<file path="config.mk">
export PLATFORM = sky130hd
export DESIGN_NAME = pas_div
export DESIGN_NICKNAME = d
export VERILOG_FILES = /design/src/rtl/assert_macros.svh /design/src/rtl/pas_div.sv
export SDC_FILE = /design/constraint.sdc
export NUM_CORES = 2
export LEC_CHECK = 0
export BUFFER_PORTS_ARGS = -buffer_cell sky130_fd_sc_hd__buf_2
export CORE_UTILIZATION = 64
export CTS_CLUSTER_SIZE = 25
export DETAILED_ROUTE_END_ITERATION = 8
export GPL_TIMING_DRIVEN = 0
export PLACE_DENSITY = 0.92
export SKIP_LAST_GASP = 1
export SLEW_MARGIN = 5
export SYNTH_ARGS = -nofsm -noshare
export SYNTH_HDL_FRONTEND = slang
export SYNTH_SLANG_ARGS = --single-unit
</file>
<file path="constraint.sdc">
create_clock -name clk_i -period 3.8 [get_ports clk_i]
set_input_delay 0 -clock clk_i [delete_from_list [all_inputs] [get_ports clk_i]]
set_output_delay 0 -clock clk_i [all_outputs]
set_load 0.02 [all_outputs]
</file>
<file path="src/rtl/assert_macros.svh">
// Assertion helpers for the RTL, included by polar_association_score.sv.
`ifndef ASSERT_MACROS_SVH
`define ASSERT_MACROS_SVH

// Check a property on every rising clock edge outside reset.
`define ASSERT_AT(label, clk, rstn, prop) \
  label: assert property (@(posedge clk) disable iff (!rstn) prop) \
    else $error("%m: property failed");

// Flag a condition that must never be seen outside reset.
`define ASSERT_NEVER(label, clk, rstn, expr) \
  label: assert property (@(posedge clk) disable iff (!rstn) !(expr)) \
    else $error("%m: forbidden condition seen");

`endif

</file>
<file path="src/rtl/pas_div.sv">
// Restoring divider, one quotient bit per pipeline stage.
// The caller keeps num_i >> QW below den_i, so the quotient fits QW bits.
module pas_div #(
  parameter int NW = 34,
  parameter int DW = 19,
  parameter int QW = 22
) (
  input  logic          clk_i,
  input  logic          en_i,
  input  logic [NW-1:0] num_i,
  input  logic [DW-1:0] den_i,
  output logic [QW-1:0] quo_o
);
  logic [DW-1:0] rem_q [QW];
  logic [QW-1:0] wrk_q [QW];
  logic [DW-1:0] den_q [QW];

  genvar s;
  for (s = 0; s < QW; s++) begin : g_stage
    logic [DW-1:0] r_in;
    logic [DW-1:0] d_in;
    logic [QW-1:0] w_in;
    logic [DW:0]   trial;
    logic          ge;

    if (s == 0) begin : g_first
      assign r_in = DW'(num_i >> QW);
      assign w_in = num_i[QW-1:0];
      assign d_in = den_i;
    end else begin : g_next
      assign r_in = rem_q[s-1];
      assign w_in = wrk_q[s-1];
      assign d_in = den_q[s-1];
    end

    // Shift in the next dividend bit and subtract when it fits
    assign trial = {r_in, w_in[QW-1]};
    assign ge    = trial >= {1'b0, d_in};

    always_ff @(posedge clk_i) begin
      if (en_i) begin
        rem_q[s] <= ge ? DW'(trial - {1'b0, d_in}) : trial[DW-1:0];
        wrk_q[s] <= {w_in[QW-2:0], ge};
        den_q[s] <= d_in;
      end
    end
  end

  assign quo_o = wrk_q[QW-1];
endmodule

</file>
==> metrics <==
status=finished, final reports clean; RSZ-0062 raised after global routing=no; wire per inst=19.7 microns; WP data arrival=4.17 ns; EDFF count, synth=1282; initial antenna violation count=5; switching pwr=19.9 mW; maximum clock rate=271 MHz; routed vias=39800; Register-to-Register Path Depth=12; Crit Path Class=input pin to flop; crit path capture type=flop; final cycle utilization of the critical path=97.0%; Pins Over Slew Limit=0; Die H=314 microns; Crit Path Max Fanout=10; die width=314 microns; P&R area growth vs syn=12.0%; Clk pwr share=22.3%; most frequent cells in the layout=edfxtp_1 (1282), inv_1 (521), ha_1 (412), o21ai_0 (370), nand2_1 (359); WP data required=4.29 ns; Max Cap Viol=0; port bufs=76; Clock Latency Late Sink=0.75 ns; Lkg Pwr=28.0 nW; Slew HR=7.47%; slew of the pin with the lowest slew margin=1.38 ns; global-route wire length before repair=204000 microns; Tot GR Track Use=26.3%; Pwr Density=808 nW/um^2; number of distinct library cells after synthesis=87; htree depth=4; syn_nets=5361; estimated wirelength of the detail-placed design=87200 microns; Die ar.=98800 sq um; min-delay worst type=input pin to flop; Avg Inst Size Synth=12.8 sq um; sequential share of power=38.5%; Post-Synthesis Cells=4873; CTS Root Cell=clkbuf_16; Total Power=56.5 mW; global routing usage on met3=4.33%; sequential share of the synthesized area=61.7%; grt total ovfl=0; Starting Density=64.5%; Placeable Area=96700 sq um; Hold Vio Cnt, Final=0; CTS max path bufs=3; vias in the first global route=39700; Comb pwr share=39.2%; commonest non-fill, non-tap cell in the layout=edfxtp_1; global-route met1 utilization=31.1%; GP Congestion=0.994; clk slew on worst S/H paths=0.06 ns; met2 Usage GRT=46.0%; Synth async-reset ratio=0%; Synth Warn #=0; Sw Share=35.2%; CTS Buf Count=133; drt drc=0; ANT nets after route=0; Startpoint Class=input pin; DR vias/cell=6.05; DRT iter0 DRCs=3618; Hold Path Stages=2; FILL cells=5986; Max Clock Skew=0.0292 ns; Final min period=3.69 ns; cell area after synthesis=62400 sq um; global route hottest layer=met2; ys flop type=edfxtp_1; clock sinks=1282; Int Power=36.6 mW; Std-Cell Rows=114; Final setup viols=0; layout cell share with drive strength beyond 1=8.94%; Yosys reg bits=1282; setup bufs post-CTS=0; WL final=130000 microns; hold_ws=0.105 ns; pin count of the biggest net entering global routing=192; DRT Pass-1 Iters=6; Top Ports=77; CTS tree=built; Max rail drop VDD=0.490 mV; Final Net Count=5674
## cell type report
cell class / count / area, sq um / share of cell area (%)
Antenna cell: 2 / 5.00 / 0.00716
Clock buffer: 154 / 3470 / 4.97
Multi-Input combinational cell: 2994 / 21700 / 31.0
Clock inverter: 87 / 762 / 1.09
Buffer: 76 / 369 / 0.528
Timing Repair Buffer: 178 / 1540 / 2.20
Tap cell: 1276 / 1600 / 2.28
Sequential cell: 1282 / 38500 / 55.1
Inverter: 521 / 1960 / 2.80
## per-layer routing
metal  part of all wire, %  vias to the layer above
li1                      -                    18600
met1                    38                    19000
met2                    50                     1670
met3                   6.0                      473
met4                   5.1                        0
met5                     0                        -
## kinds of logic after synthesis
family	share of synthesized area (%)
flip-flops	61.7
buffers and inverters	3.67
AO/OA/AOI/OAI	11.9
XOR/XNOR	4.25
multiplexers	2.39
AND/OR/NAND/NOR	7.17
adder cells (fa/ha/maj)	8.93
## critical path, stage by stage
cell and delay [ns]:
dlygate4sd3_1 0.56, buf_2 0.14, inv_1 0.07, ha_1 0.29, nor2b_1 0.16, o21ai_0 0.16, a21oi_1 0.24, o21ai_0 0.15
a21oi_1 0.45, o41ai_1 0.14, o21ai_1 0.46, clkbuf_2 0.40, mux2_2 0.39, dlygate4sd3_1 0.56
## path summary, 6_finish.rpt
| path | from | end | slack, ns |
|---|---|---|---|
| setup reg to reg | den_q[0][57] | rem_q[0][94] | 0.12 |
| hold / removal | den_i[16] | den_q[0][16] | 0.10 |
| hold reg to reg | wrk_q[0][118] | wrk_q[0][141] | 0.40 |
| setup / recovery | den_i[1] | rem_q[0][5] | 0.11 |
## state kept, by name, indices dropped and copies added (netlist names)
register	flops
den_q	399
wrk_q	484
rem_q	399
## repair_timing
action                                 CTS  global route
setup endpoints to repair               18           180
endpoints found under the hold margin  199             0
resized for setup                        5            61
hold buffers                            95             0
pin swaps                                0             2
## cell usage after synthesis, drive strengths merged (13+ instances only)
cell type,number,share of area [%]
nand2,360,2.2
mux2i,19,0.30
a31oi,27,0.33
a21o,138,1.7
nand2b,64,0.64
xor2,129,1.8
fa,21,0.67
nor2,203,1.2
inv,521,3.1
nor2b,57,0.57
nand3,55,0.44
a21oi,286,2.3
or3,18,0.18
a211oi,31,0.39
buf,20,0.19
o21ai,380,3.1
o211ai,13,0.16
xnor2,174,2.4
mux2,108,2.1
nand4,43,0.43
and3,26,0.26
o21a,57,0.69
and2,17,0.17
ha,412,8.3
clkbuf,56,0.34
or2,15,0.15
nor3,66,0.53
o31ai,38,0.46
o21bai,50,0.60
edfxtp,1282,62
o31a,24,0.34
## power groups by stage
stage | Sequential, mW | Combinational (mW) | Clock, mW
after global placement | 22.3 | 20.4 | 0
after detailed placement | 21.9 | 21.2 | 0
after floorplan | 21.1 | 16.3 | 0
after CTS | 21.7 | 21.7 | 12.8
final | 21.7 | 22.1 | 12.6
after global routing | 21.9 | 24.3 | 13.3
## per-stage QoR
step | utilization (%) | area (sq um) | setup WS, ns | TNS, ns | instances
2_1_floorplan | - | 62400 | 0.738 | 0 | 4873
3_3_place_gp | 66.6 | 64400 | -16.00 | - | 6225
3_5_place_dp | 66.8 | 64600 | -0.0323 | -0.122 | 6232
4_1_cts | 72.2 | 69800 | 0.00378 | 0 | 6568
5_1_grt | 72.3 | 69900 | 0.000509 | 0 | 6570
6_report | 72.3 | 69900 | 0.114 | 0 | 6570
Note: power is estimated with default switching activity, not from simulation.
