===== src/rtl/assert_macros.svh =====
// Assertion helpers for the RTL, included by polar_association_score.sv.
`ifndef ASSERT_MACROS_SVH
`define ASSERT_MACROS_SVH

// Check a property on every rising clock edge outside reset.
`define ASSERT_AT(label, clk, rstn, prop) \
  label: assert property (@(posedge clk) disable iff (!rstn) prop) \
    else $error("%m: property failed");

// Flag a condition that must never be seen outside reset.
`define ASSERT_NEVER(label, clk, rstn, expr) \
  label: assert property (@(posedge clk) disable iff (!rstn) !(expr)) \
    else $error("%m: forbidden condition seen");

`endif


===== src/rtl/pas_pkg.sv =====
package pas_pkg;

  // Configuration port
  localparam int ADDR_W = 5;
  localparam int DATA_W = 32;

  // Pipelined divider shapes: dividend, divisor and quotient widths
  localparam int DIV_QW = 22;
  localparam int AZ_NW  = 34;
  localparam int AZ_DW  = 19;
  localparam int HT_NW  = 32;
  localparam int HT_DW  = 16;
  localparam int RG_NW  = 41;
  localparam int RG_DW  = 20;
  localparam int SC_QW  = 16;
  localparam int SC_NW  = 32;
  localparam int SC_DW  = 17;

  // Depth of the exponential unit
  localparam int EXP_LAT = 3;

  // Fixed-point constants, Q.16 where a fraction
  localparam logic [16:0] Q_ONE        = 17'h10000;
  localparam logic [19:0] SIG_BASE     = 20'd200000;   // 2 m expressed as 100*mm
  localparam logic [22:0] GAP_SCALE    = 23'd6553600;  // 100 * 65536
  localparam logic [16:0] LOG2E_Q16    = 17'd94548;
  localparam logic [19:0] RECIP_TEN    = 20'd838861;   // 2^23 / 10, rounded up
  localparam logic [19:0] RAW_BASE     = 20'd458752;   // 7 * 65536
  localparam logic [16:0] AZ_SHAPE_MAX = 17'd45875;    // largest azIoU below 0.7

  typedef enum logic [2:0] {
    REG_AZ_CENTER    = 3'd0,
    REG_AZ_HALF_SPAN = 3'd1,
    REG_RANGE_MIN    = 3'd2,
    REG_Z_MIN        = 3'd3,
    REG_Z_MAX        = 3'd4,
    REG_AREA         = 3'd5,
    REG_IS_VEHICLE   = 3'd6,
    REG_MIN_SCORE    = 3'd7
  } pas_reg_e;

  typedef struct packed {
    logic [15:0] az_center;
    logic [15:0] az_half_span;
    logic [17:0] range_min;
    logic [15:0] z_min;
    logic [15:0] z_max;
    logic [15:0] area;
    logic        is_vehicle;
    logic [15:0] min_score;
  } pas_cfg_t;

  // round(65536 * 2^(-j/16)) for j = 0..16
  function automatic logic [16:0] exp2_tab(input logic [4:0] idx);
    logic [16:0] val;
    case (idx)
      5'd0:    val = 17'd65536;
      5'd1:    val = 17'd62757;
      5'd2:    val = 17'd60097;
      5'd3:    val = 17'd57549;
      5'd4:    val = 17'd55109;
      5'd5:    val = 17'd52773;
      5'd6:    val = 17'd50535;
      5'd7:    val = 17'd48393;
      5'd8:    val = 17'd46341;
      5'd9:    val = 17'd44376;
      5'd10:   val = 17'd42495;
      5'd11:   val = 17'd40693;
      5'd12:   val = 17'd38968;
      5'd13:   val = 17'd37316;
      5'd14:   val = 17'd35734;
      5'd15:   val = 17'd34219;
      default: val = 17'd32768;
    endcase
    return val;
  endfunction

endpackage


===== src/rtl/pas_cfg.sv =====
module pas_cfg (
  input  logic                        clk_i,
  input  logic                        rst_ni,
  input  logic                        psel,
  input  logic                        penable,
  input  logic                        pwrite,
  input  logic [pas_pkg::ADDR_W-1:0]  paddr,
  input  logic [pas_pkg::DATA_W-1:0]  pwdata,
  output logic [pas_pkg::DATA_W-1:0]  prdata,
  output logic                        pready,
  output pas_pkg::pas_cfg_t           cfg_o
);
  import pas_pkg::*;

  pas_cfg_t cfg_q;
  pas_reg_e idx;
  logic     wr;

  assign idx    = pas_reg_e'(paddr[ADDR_W-1:2]);
  assign wr     = psel && penable && pwrite;
  assign pready = 1'b1;
  assign cfg_o  = cfg_q;

  // Write registers in the access phase
  always_ff @(posedge clk_i or negedge rst_ni) begin
    if (!rst_ni) begin
      cfg_q <= '0;
    end else if (wr) begin
      unique case (idx)
        REG_AZ_CENTER:    cfg_q.az_center    <= pwdata[15:0];
        REG_AZ_HALF_SPAN: cfg_q.az_half_span <= pwdata[15:0];
        REG_RANGE_MIN:    cfg_q.range_min    <= pwdata[17:0];
        REG_Z_MIN:        cfg_q.z_min        <= pwdata[15:0];
        REG_Z_MAX:        cfg_q.z_max        <= pwdata[15:0];
        REG_AREA:         cfg_q.area         <= pwdata[15:0];
        REG_IS_VEHICLE:   cfg_q.is_vehicle   <= pwdata[0];
        REG_MIN_SCORE:    cfg_q.min_score    <= pwdata[15:0];
      endcase
    end
  end

  // Read back the addressed register
  always_comb begin
    prdata = '0;
    unique case (idx)
      REG_AZ_CENTER:    prdata[15:0] = cfg_q.az_center;
      REG_AZ_HALF_SPAN: prdata[15:0] = cfg_q.az_half_span;
      REG_RANGE_MIN:    prdata[17:0] = cfg_q.range_min;
      REG_Z_MIN:        prdata[15:0] = cfg_q.z_min;
      REG_Z_MAX:        prdata[15:0] = cfg_q.z_max;
      REG_AREA:         prdata[15:0] = cfg_q.area;
      REG_IS_VEHICLE:   prdata[0]    = cfg_q.is_vehicle;
      REG_MIN_SCORE:    prdata[15:0] = cfg_q.min_score;
    endcase
  end
endmodule


===== config.mk =====
export PLATFORM = sky130hd
export DESIGN_NAME = pas_cfg
export DESIGN_NICKNAME = d
export VERILOG_FILES = /design/src/rtl/assert_macros.svh /design/src/rtl/pas_pkg.sv /design/src/rtl/pas_cfg.sv
export SDC_FILE = /design/constraint.sdc
export NUM_CORES = 1
export LEC_CHECK = 0
export ABC_AREA = 1
export BUFFER_PORTS_ARGS = -buffer_cell sky130_fd_sc_hd__clkbuf_2
export CORE_MARGIN = 2
export CORE_UTILIZATION = 40
export DETAILED_ROUTE_END_ITERATION = 6
export PLACE_DENSITY = 0.66
export SETUP_SLACK_MARGIN = 0.4
export SYNTH_ARGS = -nofsm -noshare
export SYNTH_HDL_FRONTEND = slang
export SYNTH_SLANG_ARGS = --single-unit

===== constraint.sdc =====
create_clock -name clk_i -period 1.9 [get_ports clk_i]
set_input_delay 0.475 -clock clk_i [delete_from_list [all_inputs] [get_ports clk_i]]
set_output_delay 0.475 -clock clk_i [all_outputs]
set_load 0.05 [all_outputs]

==> run_results.csv <==
group,metric,value,unit
clock_network,tritoncts_clock_tree,"done",
floorplanning,dieHeight,122,um
cells_and_area,multi_input_area,0.00242,mm2
pwr,power_frac_comb,0.433,
timing,rsz0062_at_grt,"yes",
global_routing,grt_pass1_vias,5290,
pwr,p_sw_frac,0.416,
clock_network,cts.hold.buffers_added,0,
synthesis,synthesis.instances,664,
cells_and_area,layout.cells.most_common,"nand2_1",
pwr,power.internal,6.48,mW
routing,drt_drc_violations_left,0,
floorplanning,floorplan.die_area,0.0149,mm2
cells_and_area,layout_cells_sized_above_1,0.426,
pwr,vdd_ir_drop_max,857,uV
pwr,power.total,11.1,mW
timing,postLayoutSetupSlackWorst,-123,ps
job,drv.max_cap_violation_count,0,
timing,endpoints_failing_hold,0,
timing,finalCritPeriodShare,1.06,
floorplanning,boundary_pins,190,
pwr,p_leak,4.50,nW
critical_path,timing.critical_path.arrival,1550,ps
critical_path,worst-setup-path-type,"in2out",
timing,fin_crit,2020,ps
clock_network,numCtsBuffers,17,
cells_and_area,antennaDiodeCount,0,
critical_path,critical_path.endpoint_type,"output pin",
critical_path,crit_path_max_fanout,6,
synthesis,syn_area_per_cell,8.39,um2
cells_and_area,largest_register_ffs,115,
run_status,violations_in_the_final_reports,"setup timing",
clock_network,cts.clk_slew.worst_paths,50,ps
synthesis,synth_seq_area_share,0.517,
synthesis,ys_seq_elements,115,
cells_and_area,fin_util,0.663,
synthesis,synthDominantCellAreaShare,0.517,
hold_path,worst_hold_path_type,"in2async",
routing,total_vias_in_the_final_route,5285,
place,place_congestion,0.870,
critical_path,critical_path_required,1420,ps
global_routing,grt_first_pass_wirelength,28.5,mm
cells_and_area,fin_cells,1055,
clock_network,clk_latency,410,ps
synthesis,ys.warnings.count,0,
routing,drt_iter0_drc,303,
routing,final_ant_viol_nets,0,
global_routing,grt_max_degree,73,
floorplanning,die_width,122,um
clock_network,clock_root_cell,"clkbuf_16",
routing,post_drt_wl_per_cell,17.6,um
routing,drt_total_wl,18.6,mm
global_routing,grt.overflow.total,0,
place,place.detailed.hpwl,11.9,mm
pwr,pwr_density_cell,1220,mW/mm2
routing,drt_pre_antenna_iters,5,
timing,clock-skew-final,0,ps
synthesis,synth.lib_cells_used.distinct,24,
pwr,clkPwrFrac,0.253,
floorplanning,start_util,0.406,
synthesis,total_standard_cell_area_after_synthesis,0.00557,mm2
clock_network,cts.htree.levels,4,
run_status,run_status,"finished with violations",
cells_and_area,filler_cell_count,1063,
cells_and_area,area.sequential,0.00289,mm2
cells_and_area,area_growth,63.3,%
synthesis,netlist.top_cell.by_area,"dfrtp_1",
clock_network,cts-root-to-sink-buffers,2,
pwr,p_seq_frac,0.314,
global_routing,antenna_found_initial,0,
place,dpl.cell_count,1005,
clock_network,numClockSinks,115,
place,numPortBuffers,158,
timing,finish_stage_setup_viols,16,
timing,max_freq,0.494,GHz
floorplanning,core_region_area,0.0137,mm2
cells_and_area,commonest_cells_after_routing_fill_and_taps_aside,"172 x nand2_1, 106 x dfrtp_1, 74 x o21ai_1, 74 x buf_8, 60 x inv_1",
routing,routed_via_density,5.01,
pwr,power.switching,4.61,mW
global_routing,overall_track_demand_over_capacity_in_global_routing,0.256,
synthesis,synth_area_leaders,"dfrtp_1 52%, nand2_1 14%, o21ai_1 6.1%",
cells_and_area,nNetsFinal,904,
timing,drv_slew,0,
critical_path,critical_path.startpoint_type,"input port",
floorplanning,placementRows,43,
cells by family (layout without fill, tap and decap cells):
| kind of cell | count (synthesis) | after routing | share of synthesized area |
|---|---|---|---|
| AOI/OAI and AO/OA | 141 | 141 | 0.149 |
| other | 2 | 15 | 0.00135 |
| buffers and inverters | 113 | 310 | 0.113 |
| DFF | 115 | 115 | 0.517 |
| and+or+nand+nor | 293 | 294 | 0.220 |
synthesized netlist by cell type:
cell type,n
dfrtp_1,115
a21oi_1,4
nand3_2,2
buf_8,2
inv_4,2
nand2_1,212
nand3_1,4
inv_2,4
conb_1,2
nor2_2,2
nand4_1,5
inv_6,1
nor2_1,55
o21ai_2,33
nand2_2,6
nand3_4,1
buf_6,9
nor2_8,2
nand2_4,4
buf_2,9
o21ai_1,68
inv_1,61
o21ai_0,36
buf_4,25
worst max-delay path, stage by stage:
cell and delay [ps]:
clkbuf_16 150, nor2_4 160, buf_6 140, nand2_8 70, buf_6 150, nor2_2 100
nor2_2 60, nand2_2 80, buf_8 150
routing by layer:
metal  GRT usage  vias up  wire length, um
met4       0.108        0              575
met3      0.0815       44             1480
met2       0.436      212             9460
li1            -     2458                -
met5           0        -                0
met1       0.296     2571             7090
power groups by stage:
stage,Combinational (mW),Sequential [mW],Clock (mW)
after global routing,5.02,3.53,2.97
final,4.80,3.48,2.81
after global placement,3.64,3.33,0
after detailed placement,3.68,3.34,0
after floorplan,1.05,4.96,0
after CTS,4.55,3.37,2.84
metrics by stage:
stage / hold slack (ps) / setup slack, ps / TNS [ps] / cell area, um2
after global routing: 52.6 / -163 / -2120 / 9100
final: 41.7 / -123 / -1400 / 9100
after detailed placement: 485 / -340 / -4470 / 6890
after CTS: 41.3 / -96.8 / -1100 / 8770
after global placement: 479 / -323 / -4410 / 6890
after floorplan: 179 / 58.0 / 0 / 5740
path summary, 6_finish.rpt:
kind | from | slack, ps | endpoint | cells past startpoint
worst min register to register | cfg_o[5]$_DFFE_PN0P_ | 520 | cfg_o[5]$_DFFE_PN0P_ | 2
min in group clk_i | pwdata[11] | 280 | cfg_o[28]$_DFFE_PN0P_ | 3
max in group asynchronous | rst_ni | 1450 | cfg_o[0]$_DFFE_PN0P_ | 2
worst min-delay path | rst_ni | 40 | cfg_o[93]$_DFFE_PN0P_ | 2
worst max-delay path | paddr[3] | -120 | prdata[9] | 9
worst max register to register | cfg_o[33]$_DFFE_PN0P_ | 980 | cfg_o[33]$_DFFE_PN0P_ | 4
what timing repair did:
item,4_1_cts,5_1_grt
cloned,2,0
pin swaps,20,20
buffers inserted,10,6
endpoints found under the setup margin,133,118
resized for setup,305,146
cell type report:
class / count / share of cell area
flip-flops and latches: 115 / 0.318
repair buffers: 209 / 0.300
multi-input cells: 450 / 0.267
clock buffers: 26 / 0.0527
inverters: 68 / 0.0347
well taps: 180 / 0.0248
clock inverters: 6 / 0.00330
repair inverters: 1 / 0.000963
(Power assumes the default switching activity.)
